==> src/hdl/parallel_camera_frame_capture_unit_defines.svh <==
// Assertion macros used by the camera capture core.
`ifndef PARALLEL_CAMERA_FRAME_CAPTURE_UNIT_DEFINES_SVH
`define PARALLEL_CAMERA_FRAME_CAPTURE_UNIT_DEFINES_SVH

// Check a property on every clock edge outside reset.
`define PCFC_ASSERT(lbl, prop, msg) \
    lbl: assert property (@(posedge i_clk) disable iff (!i_rst_n) prop) else $error(msg);

// Check a property on every clock edge, reset included.
`define PCFC_ASSERT_ALWAYS(lbl, prop, msg) \
    lbl: assert property (@(posedge i_clk) prop) else $error(msg);

`endif

==> src/hdl/pcfc_pkg.sv <==
// Shared types and constants of the parallel camera capture unit.
package pcfc_pkg;

    // Counter widths
    localparam int LINE_COUNT_BITS = 10;
    localparam int BYTE_COUNT_BITS = 12;

    // Field and register widths
    localparam int LINES_W    = 10;
    localparam int BYTES_W    = 12;
    localparam int COLUMN_W   = 12;
    localparam int LINE_W     = 10;
    localparam int CFG_INDEX_W = 2;
    localparam int CFG_DATA_W  = 12;

    // Register reset values
    localparam logic [LINES_W-1:0] LINES_RESET = LINES_W'(480);
    localparam logic [BYTES_W-1:0] BYTES_RESET = BYTES_W'(1280);

    // Register indexes
    localparam logic [CFG_INDEX_W-1:0] CFG_LINES_PER_FRAME = 2'd0;
    localparam logic [CFG_INDEX_W-1:0] CFG_BYTES_PER_LINE  = 2'd1;

    // Result kinds
    localparam logic [1:0] KIND_PIXEL     = 2'd0;
    localparam logic [1:0] KIND_DONE      = 2'd1;
    localparam logic [1:0] KIND_VSYNC_ERR = 2'd2;
    localparam logic [1:0] KIND_HREF_ERR  = 2'd3;

    typedef logic [LINE_COUNT_BITS-1:0] t_lcnt;
    typedef logic [BYTE_COUNT_BITS-1:0] t_bcnt;

    typedef struct packed {
        logic       cmd;
        logic       vsync;
        logic       href;
        logic       pclk;
        logic [7:0] bus_data;
    } t_in_item;

    typedef struct packed {
        logic [1:0]          kind;
        logic [7:0]          pixel;
        logic [COLUMN_W-1:0] column;
        logic [LINE_W-1:0]   line;
        logic                last_in_line;
        logic                last_in_frame;
    } t_out_item;

    // One capture step result
    typedef struct packed {
        logic      valid;
        t_out_item item;
    } t_step_res;

    // Capture sequencer phases
    typedef enum logic [6:0] {
        PH_IDLE      = 7'b0000001,
        PH_VS_HIGH   = 7'b0000010,
        PH_VS_LOW    = 7'b0000100,
        PH_HREF_HIGH = 7'b0001000,
        PH_PCLK_HIGH = 7'b0010000,
        PH_PCLK_LOW  = 7'b0100000,
        PH_HREF_LOW  = 7'b1000000
    } t_phase;

endpackage

==> src/hdl/parallel_camera_frame_capture_unit.sv <==
// Top level of the parallel camera frame capture unit.
//
// Usage:
//   Input channel (i_in_valid / o_in_stall / i_in_item): one oversampled pin
//   sample of the camera bus per transfer, or a start command (cmd = 1) that
//   arms a new frame capture and restarts one already running.
//   Output channel (o_out_valid / i_out_stall / o_out_item): pixel bytes with
//   column, line and last flags, frame done, and the two error reports.
//   Config channel (i_cfg_valid / o_cfg_ready / i_cfg_index / i_cfg_data):
//   index 0 writes lines per frame, index 1 bytes per line. Write only idle.
// Timing:
//   One sample per cycle is taken while the output does not stall. A result
//   reaches the output through the input register, then the result register.
//   The limit is the one-step sequencer between those two registers.
// Reset:
//   Sequencer goes idle, registers return to 480 lines and 1280 bytes.
// Stall:
//   A stalled result holds; the next sample still enters the input register,
//   and further samples stall only while that register cannot move on.
module parallel_camera_frame_capture_unit (
    input  logic                                i_clk,
    input  logic                                i_rst_n,
    input  logic                                i_in_valid,
    output logic                                o_in_stall,
    input  pcfc_pkg::t_in_item                  i_in_item,
    output logic                                o_out_valid,
    input  logic                                i_out_stall,
    output pcfc_pkg::t_out_item                 o_out_item,
    input  logic                                i_cfg_valid,
    output logic                                o_cfg_ready,
    input  logic [pcfc_pkg::CFG_INDEX_W-1:0]    i_cfg_index,
    input  logic [pcfc_pkg::CFG_DATA_W-1:0]     i_cfg_data
);
    import pcfc_pkg::*;

    logic [LINES_W-1:0] r_lines_per_frame;
    logic [BYTES_W-1:0] r_bytes_per_line;

    logic      in_full;
    t_in_item  in_item;
    logic      out_room;
    logic      adv;
    t_step_res step_res;

    // Configuration writes are always taken
    assign o_cfg_ready = 1'b1;

    always_ff @(posedge i_clk) begin
        if (!i_rst_n) begin
            r_lines_per_frame <= LINES_RESET;
            r_bytes_per_line  <= BYTES_RESET;
        end else if (i_cfg_valid && o_cfg_ready) begin
            case (i_cfg_index)
                CFG_LINES_PER_FRAME: r_lines_per_frame <= LINES_W'(i_cfg_data);
                CFG_BYTES_PER_LINE:  r_bytes_per_line  <= BYTES_W'(i_cfg_data);
                default: begin
                    r_lines_per_frame <= r_lines_per_frame;
                end
            endcase
        end
    end

    // Move the held sample on when the result register has room
    assign adv = in_full && out_room;

    pcfc_in_stage u_in_stage (
        .i_clk   (i_clk),
        .i_rst_n (i_rst_n),
        .i_valid (i_in_valid),
        .i_item  (i_in_item),
        .o_stall (o_in_stall),
        .i_adv   (adv),
        .o_full  (in_full),
        .o_item  (in_item)
    );

    pcfc_core u_core (
        .i_clk             (i_clk),
        .i_rst_n           (i_rst_n),
        .i_step            (adv),
        .i_item            (in_item),
        .i_lines_per_frame (r_lines_per_frame),
        .i_bytes_per_line  (r_bytes_per_line),
        .o_res             (step_res)
    );

    pcfc_out_stage u_out_stage (
        .i_clk       (i_clk),
        .i_rst_n     (i_rst_n),
        .i_load      (step_res.valid),
        .i_item      (step_res.item),
        .i_out_stall (i_out_stall),
        .o_room      (out_room),
        .o_valid     (o_out_valid),
        .o_item      (o_out_item)
    );

endmodule

==> src/hdl/pcfc_in_stage.sv <==
// Input register of the capture unit: holds one pin sample until the core takes it.
module pcfc_in_stage (
    input  logic              i_clk,
    input  logic              i_rst_n,
    input  logic              i_valid,
    input  pcfc_pkg::t_in_item i_item,
    output logic              o_stall,
    input  logic              i_adv,
    output logic              o_full,
    output pcfc_pkg::t_in_item o_item
);
    import pcfc_pkg::*;

    logic     r_full;
    logic     n_full;
    t_in_item r_item;
    logic     accept;

    // Stall only while a held sample cannot move on
    assign o_stall = r_full && !i_adv;
    assign accept  = i_valid && !o_stall;
    assign n_full  = accept || (r_full && !i_adv);

    always_ff @(posedge i_clk) begin
        if (!i_rst_n) begin
            r_full <= 1'b0;
        end else begin
            r_full <= n_full;
        end
    end

    // Capture the sample on each transfer
    always_ff @(posedge i_clk) begin
        if (accept) begin
            r_item <= i_item;
        end
    end

    assign o_full = r_full;
    assign o_item = r_item;

endmodule

==> src/hdl/pcfc_core.sv <==
// Capture sequencer: frame/line/byte tracking and result formation.
module pcfc_core (
    input  logic                           i_clk,
    input  logic                           i_rst_n,
    input  logic                           i_step,
    input  pcfc_pkg::t_in_item             i_item,
    input  logic [pcfc_pkg::LINES_W-1:0]   i_lines_per_frame,
    input  logic [pcfc_pkg::BYTES_W-1:0]   i_bytes_per_line,
    output pcfc_pkg::t_step_res            o_res
);
    import pcfc_pkg::*;

    `include "parallel_camera_frame_capture_unit_defines.svh"

    t_phase     r_phase;
    t_phase     n_phase;
    logic [7:0] r_held_byte;
    logic [7:0] n_held_byte;
    t_lcnt      r_line_count;
    t_lcnt      n_line_count;
    t_bcnt      r_byte_count;
    t_bcnt      n_byte_count;

    t_lcnt      line_inc;
    t_bcnt      byte_inc;
    t_lcnt      lines_cfg;
    t_bcnt      bytes_cfg;
    logic       line_last;
    logic       frame_last;
    t_step_res  res;

    // Compare next counts against the configured sizes
    assign lines_cfg  = LINE_COUNT_BITS'(i_lines_per_frame);
    assign bytes_cfg  = BYTE_COUNT_BITS'(i_bytes_per_line);
    assign line_inc   = r_line_count + LINE_COUNT_BITS'(1);
    assign byte_inc   = r_byte_count + BYTE_COUNT_BITS'(1);
    assign line_last  = (byte_inc == bytes_cfg);
    assign frame_last = (line_inc == lines_cfg);

    // Advance the sequencer by one pin sample
    always_comb begin
        n_phase      = r_phase;
        n_held_byte  = r_held_byte;
        n_line_count = r_line_count;
        n_byte_count = r_byte_count;
        res          = '0;
        if (i_step) begin
            if (i_item.cmd) begin
                n_phase      = PH_VS_HIGH;
                n_line_count = '0;
                n_byte_count = '0;
            end else begin
                case (r_phase)
                    PH_IDLE: begin
                        n_phase = PH_IDLE;
                    end
                    PH_VS_HIGH: begin
                        if (i_item.vsync) begin
                            n_phase = PH_VS_LOW;
                        end
                    end
                    PH_VS_LOW: begin
                        if (!i_item.vsync) begin
                            n_phase = PH_HREF_HIGH;
                        end
                    end
                    PH_HREF_HIGH: begin
                        // VSYNC during the line wait wins over HREF
                        if (i_item.vsync) begin
                            res.valid     = 1'b1;
                            res.item.kind = KIND_VSYNC_ERR;
                            res.item.line = LINE_W'(r_line_count);
                            n_phase       = PH_IDLE;
                        end else if (i_item.href) begin
                            n_byte_count = '0;
                            n_phase      = PH_PCLK_HIGH;
                        end
                    end
                    PH_PCLK_HIGH: begin
                        if (i_item.pclk) begin
                            n_held_byte = i_item.bus_data;
                            n_phase     = PH_PCLK_LOW;
                        end
                    end
                    PH_PCLK_LOW: begin
                        // HREF dropping before the line is full is checked first
                        if (!i_item.href && !line_last) begin
                            res.valid       = 1'b1;
                            res.item.kind   = KIND_HREF_ERR;
                            res.item.column = COLUMN_W'(r_byte_count);
                            res.item.line   = LINE_W'(r_line_count);
                            n_phase         = PH_IDLE;
                        end else if (!i_item.pclk) begin
                            res.valid              = 1'b1;
                            res.item.kind          = KIND_PIXEL;
                            res.item.pixel         = r_held_byte;
                            res.item.column        = COLUMN_W'(r_byte_count);
                            res.item.line          = LINE_W'(r_line_count);
                            res.item.last_in_line  = line_last;
                            res.item.last_in_frame = line_last && frame_last;
                            n_byte_count           = byte_inc;
                            n_phase = line_last ? PH_HREF_LOW : PH_PCLK_HIGH;
                        end
                    end
                    PH_HREF_LOW: begin
                        if (!i_item.href) begin
                            n_line_count = line_inc;
                            if (frame_last) begin
                                res.valid     = 1'b1;
                                res.item.kind = KIND_DONE;
                                n_phase       = PH_IDLE;
                            end else begin
                                n_phase = PH_HREF_HIGH;
                            end
                        end
                    end
                    default: begin
                        n_phase = PH_IDLE;
                    end
                endcase
            end
        end
    end

    // Hold sequencer state
    always_ff @(posedge i_clk) begin
        if (!i_rst_n) begin
            r_phase      <= PH_IDLE;
            r_line_count <= '0;
            r_byte_count <= '0;
        end else begin
            r_phase      <= n_phase;
            r_line_count <= n_line_count;
            r_byte_count <= n_byte_count;
        end
    end

    always_ff @(posedge i_clk) begin
        r_held_byte <= n_held_byte;
    end

    assign o_res = res;

    `PCFC_ASSERT(a_res_phase, o_res.valid |-> (r_phase == PH_HREF_HIGH || r_phase == PH_PCLK_LOW || r_phase == PH_HREF_LOW), "result from a phase that cannot emit")
    `PCFC_ASSERT(a_end_idle, (o_res.valid && o_res.item.kind != KIND_PIXEL) |=> (r_phase == PH_IDLE), "error or done did not return to idle")
    `PCFC_ASSERT(a_line_end, (o_res.valid && o_res.item.kind == KIND_PIXEL && o_res.item.last_in_line) |=> (r_phase == PH_HREF_LOW), "last byte of line not followed by HREF low wait")
    `PCFC_ASSERT(a_no_step_hold, !i_step |=> $stable(r_phase), "phase moved without a sample")

endmodule

==> src/hdl/pcfc_out_stage.sv <==
// Result register of the capture unit: holds one result until the receiver takes it.
module pcfc_out_stage (
    input  logic                i_clk,
    input  logic                i_rst_n,
    input  logic                i_load,
    input  pcfc_pkg::t_out_item i_item,
    input  logic                i_out_stall,
    output logic                o_room,
    output logic                o_valid,
    output pcfc_pkg::t_out_item o_item
);
    import pcfc_pkg::*;

    logic      r_valid;
    logic      n_valid;
    t_out_item r_item;

    // Free when empty or when the held result transfers now
    assign o_room  = !r_valid || !i_out_stall;
    assign n_valid = i_load || (r_valid && i_out_stall);

    always_ff @(posedge i_clk) begin
        if (!i_rst_n) begin
            r_valid <= 1'b0;
        end else begin
            r_valid <= n_valid;
        end
    end

    always_ff @(posedge i_clk) begin
        if (i_load) begin
            r_item <= i_item;
        end
    end

    assign o_valid = r_valid;
    assign o_item  = r_item;

endmodule
==> config.mk <==
export PLATFORM = sky130hd
export DESIGN_NAME = parallel_camera_frame_capture_unit
export DESIGN_NICKNAME = d
export VERILOG_FILES = /design/src/hdl/pcfc_pkg.sv /design/src/hdl/parallel_camera_frame_capture_unit.sv /design/src/hdl/pcfc_in_stage.sv /design/src/hdl/pcfc_core.sv /design/src/hdl/pcfc_out_stage.sv
export VERILOG_INCLUDE_DIRS = /design/src /design/src/hdl
export SDC_FILE = /design/constraint.sdc
export NUM_CORES = 1
export LEC_CHECK = 0
export CAP_MARGIN = 15
export CORE_MARGIN = 2
export CORE_UTILIZATION = 40
export DETAILED_ROUTE_END_ITERATION = 8
export DONT_BUFFER_PORTS = 1
export PLACE_DENSITY = 0.63
export SKIP_CTS_REPAIR_TIMING = 1
export SYNTH_ARGS = -nofsm -noshare
export SYNTH_HDL_FRONTEND = slang
export SYNTH_SLANG_ARGS = --single-unit
==> constraint.sdc <==
create_clock -name i_clk -period 6.6 [get_ports i_clk]
set_input_delay 0.66 -clock i_clk [delete_from_list [all_inputs] [get_ports i_clk]]
set_output_delay 0.66 -clock i_clk [all_outputs]
set_load 0.03 [all_outputs]
==> flow_summary.yaml <==
logic_synthesis:
  yosys_warnings: 0
  synth-main-ff-cell: "edfxtp_1"
  avgSynthCellArea_sq_um: 10.17
  synth.net_count: 536
  ys_seq_area_share_pct: 52.42
  syn_inst: 503
  synthArstFlopShare_pct: 0
  synthesis.area_sq_mm: 0.005117
  synth_cell_types: 63
  ys_ff_latch: 107
  synth-edff-count: 54
placed_design:
  place.gp.congestion: 0.9264
  placed_area_sq_mm: 0.005201
  hpwl_um: 7689
  pre_cts_ws_ns: 3.360
  placed_cells: 647
  portBuffers: 0
power_and_ir_drop:
  power_density_mw_per_mm2: 237.0
  ir_worst_vdd_mv: 0.1174
  p_comb_share_pct: 3.0
  finalPower_mw: 1.307
  seqPwrFrac_pct: 55.0
  p_sw_share_pct: 23.76
  p_leak_nw: 1.739
  switchingPower_mw: 0.3105
  internal_power_mw: 0.9965
  clkPwrFrac_pct: 42.0
cts:
  numCtsBuffers: 9
  cts_buffer_depth: 2
  h-tree-depth: 3
  clock_sinks: 107
  clk_pin_slew_ns: 0.08
  cts_root_buffer: "clkbuf_16"
  insertion_delay_ns: 0.36
  cts_tree: "yes"
timing:
  tns_ns: 0
  skew_ns: 0.01266
  setup_slack_ns: 3.357
  post-route-period-util_pct: 49.13
  final_hold_viol_count: 0
  layout_min_cycle_time_ns: 3.243
  fmax_mhz: 308.4
  slew_headroom_pct: 27.35
  tightest_slew_ns: 1.085
  rsz0062_at_grt: "false"
  finalSetupViolCount: 0
  final_max_slew_viol_count: 0
setup_path:
  cp_data_arrival_time_ns: 3.23
  cp_top_family: "simple AND/OR/NAND/NOR gates"
  crit_path_max_fanout: 35
  rrSetupSlack_ns: 3.36
  worst-path-buf-inv: 0
  timing.rr.end: "u_out_stage.o_item[26]$_SDFFCE_PP0P_"
  crit_type: "reg2reg"
  worstRegToRegCells: 8
  reg2reg_from: "u_core.r_line_count[0]$_SDFFE_PN0P_"
  endpoint_kind: "flip-flop"
  crit_required_ns: 6.59
  critical-path-max-stage-delay_ns: 0.77
  crit_chain: "ha_1 -> and3_1 -> nand3_1 -> xnor2_1 -> nor4_1 -> nand4_1 -> nor3_1 -> o31a_2"
  cpMaxStageDelayCell: "o31a_2"
  critPathLaunchType: "flip-flop"
final_layout:
  fin_area_sq_mm: 0.005515
  nets: 519
  area_growth_pct: 7.775
  n_fill_cell: 1217
  regArea_sq_mm: 0.002683
  drive_gt1_share_pct: 6.517
  finalNonFillerCells: 663
  diodes: 0
  multi_input_area_sq_mm: 0.002285
global_route:
  grt_first_pass_wirelength_um: 17110
  grt_use_total_pct: 16.46
  grt_max_degree: 57
  grt_pass1_vias: 3324
  gr-total-overflow: 0
  antenna_found_initial: 0
detailed_routing:
  dr.pass1.iters: 5
  drtIter0Drc: 226
  ant_nets: 0
  vias: 3585
  wl_um: 10920
  drc: 0
  wl_per_cell_um: 16.47
  avgViaCountPerCell: 5.407
die:
  die-area_sq_mm: 0.01371
  num_rows: 41
  initial_core_util_pct: 40.72
  coreArea_sq_mm: 0.01257
  die_height_um: 117.1
  pin_count: 68
  die_w_um: 117.1
worst_hold_path:
  min_to: "u_core.r_phase[0]$_SDFFE_PN1P_"
  hold_class: "in2reg"
  min_from: "i_rst_n"
  min_delay_path_depth: 1
job:
  maxCapViolations: 0
status:
  status: "complete, no violations"
power groups by stage:
stage / combinational, mW / clock, mW / sequential [mW]
after global placement: 0.0392 / 0 / 0.734
after global routing: 0.0441 / 0.591 / 0.721
after CTS: 0.0400 / 0.563 / 0.719
after detailed placement: 0.0397 / 0 / 0.734
final: 0.0396 / 0.548 / 0.719
after floorplan: 0.0433 / 0 / 0.726
cell type report:
class	instances	area share, %
clock buffer	9	4.083
sequential	107	48.64
tap	172	3.902
multi-input combinational	363	41.42
clock inverter	7	1.611
inverter	5	0.3403
worst max path at each step:
stage | startpoint | to | slack (ns) | cells past startpoint
CTS | u_core.r_line_count[0]$_SDFFE_PN0P_ | u_out_stage.o_item[13]$_SDFFCE_PP0P_ | 3.35 | 8
floorplan | u_core.r_line_count[0]$_SDFFE_PN0P_ | u_out_stage.o_item[0]$_SDFFCE_PP0P_ | 3.44 | 9
finish | u_core.r_line_count[0]$_SDFFE_PN0P_ | u_out_stage.o_item[26]$_SDFFCE_PP0P_ | 3.36 | 8
global placement | u_core.r_byte_count[0]$_SDFFE_PN0P_ | u_out_stage.o_valid$_SDFF_PN0_ | 3.55 | 9
global route | u_core.r_line_count[0]$_SDFFE_PN0P_ | u_out_stage.o_item[29]$_SDFFCE_PP0P_ | 3.07 | 8
detailed placement | u_core.r_line_count[0]$_SDFFE_PN0P_ | u_out_stage.o_item[13]$_SDFFCE_PP0P_ | 3.36 | 8
cells by family (layout without fill, tap and decap cells):
kind of cell               after synthesis  count (layout)  synth area share, %
muxes                                    5               5               0.9780
AOI/OAI and AO/OA                      107             107                14.62
DFF                                    107             107                52.42
xor gates and xnor gates                33              33                5.648
other                                    1               1              0.07328
and+or+nand+nor                        215             215                22.81
adders and majority gates                2               2               0.4889
buffers and inverters                   33              21                2.958
registers in the layout, summed over array words and instances (netlist names):
name and flops:
u_core.r_held_byte 8, u_in_stage.o_full 1, u_in_stage.o_item 12, u_core.r_phase 7
r_lines_per_frame 10, u_core.r_byte_count 12, r_bytes_per_line 12, u_core.r_line_count 10
u_out_stage.o_item 34, u_out_stage.o_valid 1
synth_stat cells (all sizes together), types with 3 or more instances:
master | count | area share [%]
a21boi | 18 | 2.6
a21oi | 22 | 2.2
a31oi | 7 | 1.1
and2 | 36 | 4.4
and3 | 6 | 0.73
buf | 11 | 1.3
clkbuf | 17 | 1.2
dfxtp | 53 | 21
edfxtp | 54 | 32
inv | 5 | 0.37
mux2i | 5 | 0.98
nand2 | 59 | 4.3
nand2b | 7 | 0.86
nand3 | 19 | 2.1
nand3b | 4 | 0.59
nand4 | 4 | 0.49
nor2 | 23 | 1.7
nor2b | 17 | 2.1
nor3 | 14 | 1.4
nor3b | 3 | 0.44
nor4 | 4 | 0.61
o211ai | 9 | 1.3
o21a | 9 | 1.3
o21ai | 18 | 1.9
o22ai | 3 | 0.37
o31ai | 6 | 0.88
or3 | 4 | 0.49
xnor2 | 23 | 3.9
xor2 | 10 | 1.7
worst reg2reg max path, delay by kind of cell (launching register included):
| kind | cells | cell delay (ns) |
|---|---|---|
| AO/OA/AOI/OAI | 1 | 0.77 |
| adder cells (fa/ha/maj) | 1 | 0.34 |
| AND/OR/NAND/NOR | 5 | 1.13 |
| flip-flops | 1 | 0.45 |
| XOR/XNOR | 1 | 0.17 |
through the flow:
stage	hold slack, ns	util, %
5_1_grt	0.3684	43.88
3_5_place_dp	0.4045	41.38
4_1_cts	0.3650	43.88
3_3_place_gp	0.4041	41.38
2_1_floorplan	0.4003	-
6_report	0.3793	43.88
placed cells by master, fill, tap and decap left out, types with 2 or more instances in the layout:
cell	synthesis	routed
a21boi_0	18	18
a21oi_1	21	21
a31oi_1	6	6
a32oi_1	2	2
and2_1	36	36
and3_1	6	6
and3b_1	2	2
and4_1	2	2
and4b_1	2	2
clkbuf_16	0	9
clkinv_8	0	3
dfxtp_1	53	53
edfxtp_1	54	54
ha_1	2	2
inv_1	4	4
inv_8	0	2
mux2i_1	5	5
nand2_1	59	59
nand2b_1	7	7
nand3_1	17	17
nand3_2	2	2
nand3b_1	4	4
nand4_1	4	4
nand4b_1	2	2
nor2_1	23	23
nor2b_1	17	17
nor3_1	14	14
nor3b_1	3	3
nor4_1	3	3
o211ai_1	9	9
o21a_1	9	9
o21ai_0	16	16
o21ai_2	2	2
o22ai_1	3	3
o31ai_1	6	6
or3_1	4	4
xnor2_1	23	23
xor2_1	10	10
per-layer routing:
layer  part of all wire (%)  GRT usage, %  up-vias
li1                       -             -     1759
met5                      0             0        -
met2                     45         24.51      102
met4                    1.8         6.275        0
met3                    5.5         4.634       14
met1                     47         22.81     1710
(Power assumes the default switching activity.)
